<file path="src/mdhl_pkg.sv">
// ----------------------------------------------------------------------------
// mdhl_pkg
// types and command codes shared by the multiply/divide unit
// ----------------------------------------------------------------------------
package mdhl_pkg;

	typedef enum logic [2:0] {
		CMD_MULT  = 3'd0,
		CMD_MULTU = 3'd1,
		CMD_DIV   = 3'd2,
		CMD_DIVU  = 3'd3,
		CMD_MADD  = 3'd4,
		CMD_MADDU = 3'd5
	} cmd_t;

	typedef struct packed {
		logic [2:0]  cmd;
		logic        pipe_sel;
		logic [31:0] operand_a;
		logic [31:0] operand_b;
		logic [4:0]  dest_index;
	} in_item_t;

	typedef struct packed {
		logic        dest_write;
		logic [4:0]  dest_out;
		logic [63:0] dest_value;
		logic [63:0] lo_value;
		logic [63:0] hi_value;
	} out_item_t;

	// classified item handed from front to back
	typedef struct packed {
		logic        is_mul;
		logic        is_div;
		logic        is_acc;
		logic        sgn;
		logic        pipe_sel;
		logic [31:0] operand_a;
		logic [31:0] operand_b;
		logic [4:0]  dest_index;
	} op_t;

	typedef enum logic [2:0] {
		ST_IDLE,
		ST_MUL,
		ST_ACC,
		ST_DIV,
		ST_FIX,
		ST_OUT
	} state_t;

	localparam logic [31:0] INT_MIN32 = 32'h8000_0000;
	localparam logic [31:0] ALL_ONES32 = 32'hFFFF_FFFF;

endpackage

</file>
<file path="src/mult_div_hilo_unit.sv">
// ----------------------------------------------------------------------------
// mult_div_hilo_unit
// multiply/divide unit with two hi/lo register pairs
// ----------------------------------------------------------------------------
// in channel: in_valid / in_stall with in_item (command, pipe, operands, dest).
// out channel: out_valid / out_stall with out_item (write-back flag, dest,
// new lo and hi of the selected pipe). each item yields exactly one result.
// a two-entry queue decouples decode from execution, so items are taken while
// the execute side is busy or its result waits.
// the back end executes one item at a time: multiply, multiply-add, or divide with
// one quotient bit a cycle in the shared restoring divider, plus setup and sign fix.
// the divider loop sets the sustained rate.
// reset clears all hi/lo pairs to zero and empties the queue.
// when the receiver stalls, the result holds and the next item waits once executed;
// the queue keeps taking items until full. unused command codes change no hi/lo pair.
// ----------------------------------------------------------------------------
module mult_div_hilo_unit (
	input  logic                clk,
	input  logic                arst_n,
	input  logic                in_valid,
	output logic                in_stall,
	input  mdhl_pkg::in_item_t  in_item,
	output logic                out_valid,
	input  logic                out_stall,
	output mdhl_pkg::out_item_t out_item
);

	logic          op_valid, op_take;
	mdhl_pkg::op_t op;

	mdhl_front u_front (
		.clk, .arst_n, .in_valid, .in_stall, .in_item,
		.op_valid, .op_take, .op
	);

	mdhl_back u_back (
		.clk, .arst_n, .op_valid, .op_take, .op,
		.out_valid, .out_stall, .out_item
	);

`ifndef ASSERT_OFF
	a_no_write_dest0: assert property (@(posedge clk) disable iff (!arst_n)
		out_valid |-> !(out_item.dest_write && out_item.dest_out == 5'd0))
		else $error("write-back with zero destination");
	a_dest_value: assert property (@(posedge clk) disable iff (!arst_n)
		out_valid && out_item.dest_write |-> out_item.dest_value == out_item.lo_value)
		else $error("write-back value differs from lo");
	a_take_needs_valid: assert property (@(posedge clk) disable iff (!arst_n)
		op_take |-> op_valid)
		else $error("back end took from empty queue");
`endif

endmodule

</file>
<file path="src/mdhl_front.sv">
// ----------------------------------------------------------------------------
// mdhl_front
// accepts items, decodes the command and queues them for the back end
// ----------------------------------------------------------------------------
module mdhl_front (
	input  logic                clk,
	input  logic                arst_n,
	input  logic                in_valid,
	output logic                in_stall,
	input  mdhl_pkg::in_item_t  in_item,
	output logic                op_valid,
	input  logic                op_take,
	output mdhl_pkg::op_t       op
);

	mdhl_pkg::op_t q_q [2];
	logic          wr_q, rd_q;
	logic [1:0]    cnt_q;
	mdhl_pkg::op_t dec;
	logic          push, pop;

	always_comb begin
		dec            = '0;
		dec.pipe_sel   = in_item.pipe_sel;
		dec.operand_a  = in_item.operand_a;
		dec.operand_b  = in_item.operand_b;
		dec.dest_index = in_item.dest_index;
		case (in_item.cmd)
			mdhl_pkg::CMD_MULT: begin
				dec.is_mul = 1'b1; dec.sgn = 1'b1;
			end
			mdhl_pkg::CMD_MULTU: dec.is_mul = 1'b1;
			mdhl_pkg::CMD_DIV: begin
				dec.is_div = 1'b1; dec.sgn = 1'b1;
			end
			mdhl_pkg::CMD_DIVU: dec.is_div = 1'b1;
			mdhl_pkg::CMD_MADD: begin
				dec.is_mul = 1'b1; dec.is_acc = 1'b1; dec.sgn = 1'b1;
			end
			mdhl_pkg::CMD_MADDU: begin
				dec.is_mul = 1'b1; dec.is_acc = 1'b1;
			end
			default: ;
		endcase
	end

	assign in_stall = cnt_q[1];
	assign push     = in_valid && !in_stall;
	assign op_valid = cnt_q != 2'd0;
	assign pop      = op_valid && op_take;
	assign op       = q_q[rd_q];

	always_ff @(posedge clk) begin
		if (push) q_q[wr_q] <= dec;
	end

	always_ff @(posedge clk or negedge arst_n) begin
		if (!arst_n) begin
			wr_q  <= 1'b0;
			rd_q  <= 1'b0;
			cnt_q <= 2'd0;
		end else begin
			if (push) wr_q <= !wr_q;
			if (pop) rd_q <= !rd_q;
			cnt_q <= cnt_q + {1'b0, push} - {1'b0, pop};
		end
	end

endmodule

</file>
<file path="src/mdhl_back.sv">
// ----------------------------------------------------------------------------
// mdhl_back
// executes one queued item: multiply, multiply-add or bit-serial divide
// ----------------------------------------------------------------------------
module mdhl_back (
	input  logic                clk,
	input  logic                arst_n,
	input  logic                op_valid,
	output logic                op_take,
	input  mdhl_pkg::op_t       op,
	output logic                out_valid,
	input  logic                out_stall,
	output mdhl_pkg::out_item_t out_item
);

	mdhl_pkg::state_t    st_q, st_d;
	mdhl_pkg::op_t       op_q;
	logic [63:0] lo_q [2];
	logic [63:0] hi_q [2];
	logic [63:0] prod_q;
	logic [31:0] rem_q, quo_q, dvs_q;
	logic [5:0]  cnt_q;
	logic        valid_q;
	logic [63:0] lo_new_q, hi_new_q;
	mdhl_pkg::out_item_t out_q;

	logic signed [32:0] xa, xb;
	logic signed [65:0] prod_full;
	logic [63:0] acc_lo, cur_lo, cur_hi, hi_ext, res_lo, res_hi;
	logic        carry, done, wr_d;
	logic [32:0] trial;
	logic [31:0] ma, mb, q_fix, r_fix;
	logic        a_neg, b_neg;

	assign cur_lo = lo_q[op_q.pipe_sel];
	assign cur_hi = hi_q[op_q.pipe_sel];
	// one extra bit carries the sign for signed commands
	assign xa        = {op_q.sgn & op_q.operand_a[31], op_q.operand_a};
	assign xb        = {op_q.sgn & op_q.operand_b[31], op_q.operand_b};
	assign prod_full = xa * xb;
	assign {carry, acc_lo} = {1'b0, cur_lo} + {1'b0, prod_q};
	assign hi_ext = cur_hi + ((op_q.sgn && prod_q[63]) ? 64'hFFFF_FFFF_FFFF_FFFF : 64'd0)
	              + {63'd0, carry};
	assign a_neg  = op_q.sgn && op_q.operand_a[31];
	assign b_neg  = op_q.sgn && op_q.operand_b[31];
	assign ma     = a_neg ? 32'd0 - op_q.operand_a : op_q.operand_a;
	assign mb     = b_neg ? 32'd0 - op_q.operand_b : op_q.operand_b;
	// one restoring step: shift in next dividend bit
	assign trial  = {rem_q, quo_q[31]} - {1'b0, dvs_q};
	assign q_fix  = (a_neg != b_neg) ? 32'd0 - quo_q : quo_q;
	assign r_fix  = a_neg ? 32'd0 - rem_q : rem_q;

	assign res_lo = (op_q.is_mul && !op_q.is_acc) ? {{32{prod_q[31]}}, prod_q[31:0]}
	                                              : lo_new_q;
	assign res_hi = (op_q.is_mul && !op_q.is_acc) ? {{32{prod_q[63]}}, prod_q[63:32]}
	                                              : hi_new_q;
	assign wr_d   = (op_q.is_mul || op_q.is_div) && op_q.dest_index != 5'd0;
	assign done   = (st_q == mdhl_pkg::ST_OUT) && (st_d == mdhl_pkg::ST_IDLE);

	assign out_valid = valid_q;
	assign out_item  = out_q;

	always_comb begin
		st_d    = st_q;
		op_take = 1'b0;
		case (st_q)
			mdhl_pkg::ST_IDLE: begin
				if (op_valid) begin
					op_take = 1'b1;
					st_d    = mdhl_pkg::ST_MUL;
				end
			end
			mdhl_pkg::ST_MUL: begin
				if (op_q.is_div) st_d = mdhl_pkg::ST_DIV;
				else if (op_q.is_acc) st_d = mdhl_pkg::ST_ACC;
				else st_d = mdhl_pkg::ST_OUT;
			end
			mdhl_pkg::ST_ACC: st_d = mdhl_pkg::ST_OUT;
			mdhl_pkg::ST_DIV: if (cnt_q == 6'd31) st_d = mdhl_pkg::ST_FIX;
			mdhl_pkg::ST_FIX: st_d = mdhl_pkg::ST_OUT;
			mdhl_pkg::ST_OUT: if (!valid_q || !out_stall) st_d = mdhl_pkg::ST_IDLE;
			default: st_d = mdhl_pkg::ST_IDLE;
		endcase
	end

	always_ff @(posedge clk or negedge arst_n) begin
		if (!arst_n) begin
			st_q    <= mdhl_pkg::ST_IDLE;
			valid_q <= 1'b0;
			lo_q    <= '{default: '0};
			hi_q    <= '{default: '0};
		end else begin
			st_q <= st_d;
			if (done) begin
				valid_q <= 1'b1;
				if (op_q.is_mul || op_q.is_div) begin
					lo_q[op_q.pipe_sel] <= res_lo;
					hi_q[op_q.pipe_sel] <= res_hi;
				end
			end else if (valid_q && !out_stall) begin
				valid_q <= 1'b0;
			end
		end
	end

	always_ff @(posedge clk) begin
		case (st_q)
			mdhl_pkg::ST_IDLE: if (op_take) op_q <= op;
			mdhl_pkg::ST_MUL: begin
				prod_q   <= prod_full[63:0];
				lo_new_q <= cur_lo;
				hi_new_q <= cur_hi;
				rem_q    <= 32'd0;
				quo_q    <= ma;
				dvs_q    <= mb;
				cnt_q    <= 6'd0;
			end
			mdhl_pkg::ST_ACC: begin
				lo_new_q <= acc_lo;
				hi_new_q <= hi_ext;
			end
			mdhl_pkg::ST_DIV: begin
				cnt_q <= cnt_q + 6'd1;
				if (!trial[32]) begin
					rem_q <= trial[31:0];
					quo_q <= {quo_q[30:0], 1'b1};
				end else begin
					rem_q <= {rem_q[30:0], quo_q[31]};
					quo_q <= {quo_q[30:0], 1'b0};
				end
			end
			mdhl_pkg::ST_FIX: begin
				if (op_q.operand_b == 32'd0) begin
					lo_new_q <= (op_q.sgn && op_q.operand_a[31]) ? 64'd1
					          : {32'hFFFF_FFFF, mdhl_pkg::ALL_ONES32};
					hi_new_q <= {{32{op_q.operand_a[31]}}, op_q.operand_a};
				end else begin
					lo_new_q <= {{32{q_fix[31]}}, q_fix};
					hi_new_q <= {{32{r_fix[31]}}, r_fix};
				end
			end
			mdhl_pkg::ST_OUT: begin
				// result register only loads once the previous item has left
				if (done) begin
					out_q.dest_write <= wr_d;
					out_q.dest_out   <= op_q.dest_index;
					out_q.dest_value <= wr_d ? res_lo : 64'd0;
					out_q.lo_value   <= res_lo;
					out_q.hi_value   <= res_hi;
				end
			end
			default: ;
		endcase
	end

endmodule

</file>
<file path="config.mk">
export PLATFORM = sky130hd
export DESIGN_NAME = mult_div_hilo_unit
export DESIGN_NICKNAME = d
export VERILOG_FILES = /design/src/mdhl_pkg.sv /design/src/mult_div_hilo_unit.sv /design/src/mdhl_front.sv /design/src/mdhl_back.sv
export SDC_FILE = /design/constraint.sdc
export NUM_CORES = 2
export LEC_CHECK = 0
export CAP_MARGIN = 0
export CORE_ASPECT_RATIO = 1.75
export CORE_MARGIN = 10
export CORE_UTILIZATION = 30
export CTS_CLUSTER_SIZE = 24
export DETAILED_ROUTE_END_ITERATION = 8
export DONT_BUFFER_PORTS = 1
export GPL_TIMING_DRIVEN = 1
export SLEW_MARGIN = 15
export SYNTH_ARGS = -nofsm -noshare
export SYNTH_HDL_FRONTEND = slang
export SYNTH_HIERARCHICAL = 1
export SYNTH_SLANG_ARGS = --single-unit
</file>
<file path="constraint.sdc">
create_clock -name clk -period 13.3 [get_ports clk]
set_input_delay 1.995 -clock clk [delete_from_list [all_inputs] [get_ports clk]]
set_output_delay 1.995 -clock clk [all_outputs]
set_load 0.1 [all_outputs]
</file>
==> results.tsv <==
stage	metric	value	unit
status	status	complete, no violations	
global_routing	overflow	0	
hold_path	hold_depth	0	
drt	wl_per_cell	22.50	um
sta	finalCritPeriodShare	74.43	%
die	rows	262	
final_layout	nNetsFinal	9940	
worst_setup_path	max_stage_delay	0.90	ns
clocking	htree_levels	3	
drt	wl	276200	um
synthesis	ys_types	97	
die	die_area	314800	um^2
synthesis	syn-cell-area	87580	um^2
worst_setup_path	cp_data_arrival_time	10.47	ns
clocking	clk_pin_slew	0.07	ns
die	ios	277	
sta	slew-limit-headroom	14.63	%
clocking	hold_buffers	0	
worst_setup_path	crit_slowest_cell	edfxtp_1	
die	die_height	734.8	um
sta	finalCriticalPeriod	9.900	ns
synthesis	synth_warnings	6	
synthesis	synthCells	8635	
synthesis	ys_ff_latch	978	
hold_path	worstHoldStart	u_back/op_q[4]$_DFFE_PP_	
worst_setup_path	path_depth	30	
clocking	clock-sinks	978	
hold_path	hp-class	reg2reg	
die	initial_core_util	30.12	%
clocking	clk_latency	0.78	ns
worst_setup_path	crit_path_end_kind	register	
synthesis	ys_seq_area_share	32.02	%
clocking	cts_tree	yes	
drt	antenna_left	0	
placement	dp_hpwl	209700	um
worst_setup_path	crit_buf_inv	2	
synthesis	syn_avg_cell_area	10.14	um^2
synthesis	synth_ff_type	edfxtp_1	
sta	setup_tns	0	ns
job	cap_violations	0	
worst_setup_path	reg2reg_slack	3.40	ns
sta	worst_slew_pin_slew	1.281	ns
placement	port_buffers	0	
synthesis	synth-edff-count	714	
final_layout	multi_input_area	52440	um^2
global_routing	grt_pass1_vias	67840	
worst_setup_path	rr_worst_depth	30	
clocking	cts-resized-gates	0	
sta	hold_violations	0	
global_routing	grt.total_usage	17.29	%
global_routing	antenna_found_initial	30	
clocking	cts_inserted_buffers	92	
synthesis	synthesis.nets	10220	
global_routing	grt_max_degree	265	
drt	drc	0	
clocking	clockBufferDepth	3	
worst_setup_path	startpoint	u_back/op_q[69]$_DFFE_PP_	
worst_setup_path	cp_top_family	compound AO/OA/AOI/OAI gates	
final_layout	drive_above_1_share	6.495	%
worst_setup_path	critPathKind	reg2reg	
worst_setup_path	crit_fanout	29	
final_layout	fill_cells	29260	
clocking	post_cts_buffers	0	
sta	timing.final.max_slew_violations	0	
synthesis	async_reset_ff_share	26.99	%
drt	vias_per_cell	4.991	
sta	finClkSkew	0.07699	ns
worst_setup_path	r2r-start	u_back/op_q[69]$_DFFE_PP_	
sta	rsz0062_at_grt	no	
die	dieWidth	428.4	um
drt	num_vias	61270	
placement	gp_congestion	0.9371	
worst_setup_path	cp-start-kind	register	
sta	clock.fmax	101.0	MHz
worst_setup_path	cp_common_cell	a21oi_1	
global_routing	grt_pass1_wl	417600	um
die	core_area	290800	um^2
final_layout	syn_to_final_growth	8.230	%
drt	dr.pass1.iters	6	
worst_setup_path	worstPathRequired	13.87	ns
drt	drt_iter0_drc	3740	
clocking	clock-root-buffer	clkbuf_16	
sta	setup_viol	0	
final_layout	ff_latch_area	28050	um^2
-- synth_stat cells (8+ instances only) --
| master | n | area, um^2 |
|---|---|---|
| nor4_1 | 20 | 125.1 |
| a221o_1 | 35 | 350.3 |
| mux2_4 | 50 | 750.7 |
| a21boi_0 | 8 | 60.06 |
| o211ai_1 | 13 | 97.59 |
| mux2i_1 | 91 | 910.9 |
| nand4_1 | 33 | 206.5 |
| inv_1 | 1399 | 5251 |
| mux2_2 | 152 | 1712 |
| o21ai_0 | 364 | 1822 |
| a22oi_1 | 10 | 75.07 |
| and3_1 | 37 | 231.5 |
| o21ai_1 | 8 | 40.04 |
| nand3_1 | 50 | 250.2 |
| a31oi_1 | 40 | 250.2 |
| o21a_1 | 27 | 202.7 |
| clkbuf_1 | 403 | 1513 |
| a21oi_1 | 570 | 2853 |
| o31ai_1 | 29 | 217.7 |
| or2_2 | 10 | 62.56 |
| ha_1 | 376 | 4705 |
| xnor2_1 | 215 | 1883 |
| o221ai_1 | 21 | 183.9 |
| nand2_1 | 1013 | 3802 |
| a21o_1 | 121 | 908.4 |
| buf_1 | 67 | 251.5 |
| o41ai_1 | 8 | 70.07 |
| a211oi_1 | 25 | 187.7 |
| dfrtp_1 | 264 | 6606 |
| a211o_1 | 8 | 70.07 |
| nand2b_1 | 46 | 287.8 |
| or4_1 | 17 | 127.6 |
| xor2_1 | 127 | 1112 |
| nor3_1 | 45 | 225.2 |
| and2_1 | 392 | 2452 |
| nor3b_1 | 11 | 82.58 |
| edfxtp_1 | 714 | 21440 |
| nor2_1 | 475 | 1783 |
| o21bai_1 | 36 | 270.3 |
| fa_1 | 1129 | 22600 |
| or3_1 | 18 | 112.6 |
| nor2b_1 | 43 | 269.0 |
-- stage by stage --
| stage | hold slack, ns | setup slack (ns) | instances | instance area [um^2] | utilization (%) |
|---|---|---|---|---|---|
| finish | 0.4416 | 3.400 | 12280 | 94790 | 32.60 |
| global route | 0.4613 | 2.975 | 12270 | 94770 | 32.59 |
| CTS | 0.4404 | 3.531 | 12270 | 94760 | 32.59 |
| detailed placement | 0.4238 | 3.545 | 12090 | 91470 | 31.46 |
| global placement | 0.4229 | 3.661 | 12090 | 91450 | 31.45 |
| floorplan | 0.4169 | 2.842 | 8635 | 87580 | - |
-- worst register-to-register path: cells and delay by family, from the launching register on --
| family | cells | cell delay (ns) |
|---|---|---|
| compound gates | 20 | 5.03 |
| fa+ha+maj | 3 | 1.32 |
| buf+inv | 2 | 0.91 |
| flops | 1 | 0.90 |
| mux | 1 | 0.42 |
| simple gates | 4 | 1.18 |
-- routing by layer --
layer | GRT usage, % | vias up | routed length [um]
met5 | 0 | - | 223
met4 | 11.38 | 36 | 21080
met3 | 2.430 | 807 | 13670
met2 | 32.91 | 1965 | 146500
met1 | 17.43 | 31260 | 94710
li1 | - | 27200 | -
-- path summary, 6_finish.rpt --
path / to
worst max-delay path: u_back/hi_new_q[60]$_DFFE_PP_
worst min-delay path: u_back/out_item[196]$_DFFE_PP_
worst max register to register: u_back/hi_new_q[60]$_DFFE_PP_
worst min register to register: u_back/out_item[196]$_DFFE_PP_
max in group asynchronous: u_front/rd_q$_DFFE_PN0P_
min in group asynchronous: u_back/lo_q[53]$_DFFE_PN0P_
-- registers in the layout (all words and copies together) (netlist names) --
name	flops
u_back/cnt_q	6
u_back/dvs_q	32
u_back/hi_new_q	64
u_back/hi_q	128
u_back/lo_new_q	64
u_back/lo_q	128
u_back/op_q	74
u_back/out_item	198
u_back/out_valid	1
u_back/prod_q	64
u_back/quo_q	32
u_back/rem_q	32
u_back/st_q	3
u_front/cnt_q	2
u_front/q_q	148
u_front/rd_q	1
u_front/wr_q	1
-- final cells by class --
class,instances,share of cell area [%]
Clock inverter,61,0.8501
Sequential cell,978,29.59
Inverter,1400,5.552
Timing Repair Buffer,121,0.9715
Antenna cell,11,0.02904
Tap cell,3828,5.053
Multi-Input combinational cell,5765,55.33
Clock buffer,112,2.627
-- logic make-up (layout without fill, tap and decap cells) --
kind of cell / after synthesis / count (layout) / synth area share, %
fa+ha+maj: 1505 / 1505 / 31.18
mux: 293 / 293 / 3.851
xor+xnor: 342 / 342 / 3.420
other cells: 0 / 11 / 0
buf+inv: 1892 / 1694 / 8.264
compound gates: 1393 / 1393 / 9.579
flops: 978 / 978 / 32.02
simple gates: 2232 / 2232 / 11.68
-- placed cells by master, fill, tap and decap left out, drive strengths merged, types with 112 or more instances in the layout --
master | netlist | final
inv | 1399 | 1412
o21ai | 373 | 373
xor2 | 127 | 127
a21o | 125 | 125
dfrtp | 264 | 264
buf | 83 | 121
fa | 1129 | 1129
nor2 | 475 | 475
clkbuf | 405 | 112
a21oi | 575 | 575
ha | 376 | 376
mux2 | 202 | 202
edfxtp | 714 | 714
xnor2 | 215 | 215
nand2 | 1013 | 1013
and2 | 394 | 394
Power is left out: the tool's default activity adds up to more than one toggle a clock period on the data nets, which glitch-free logic cannot reach.
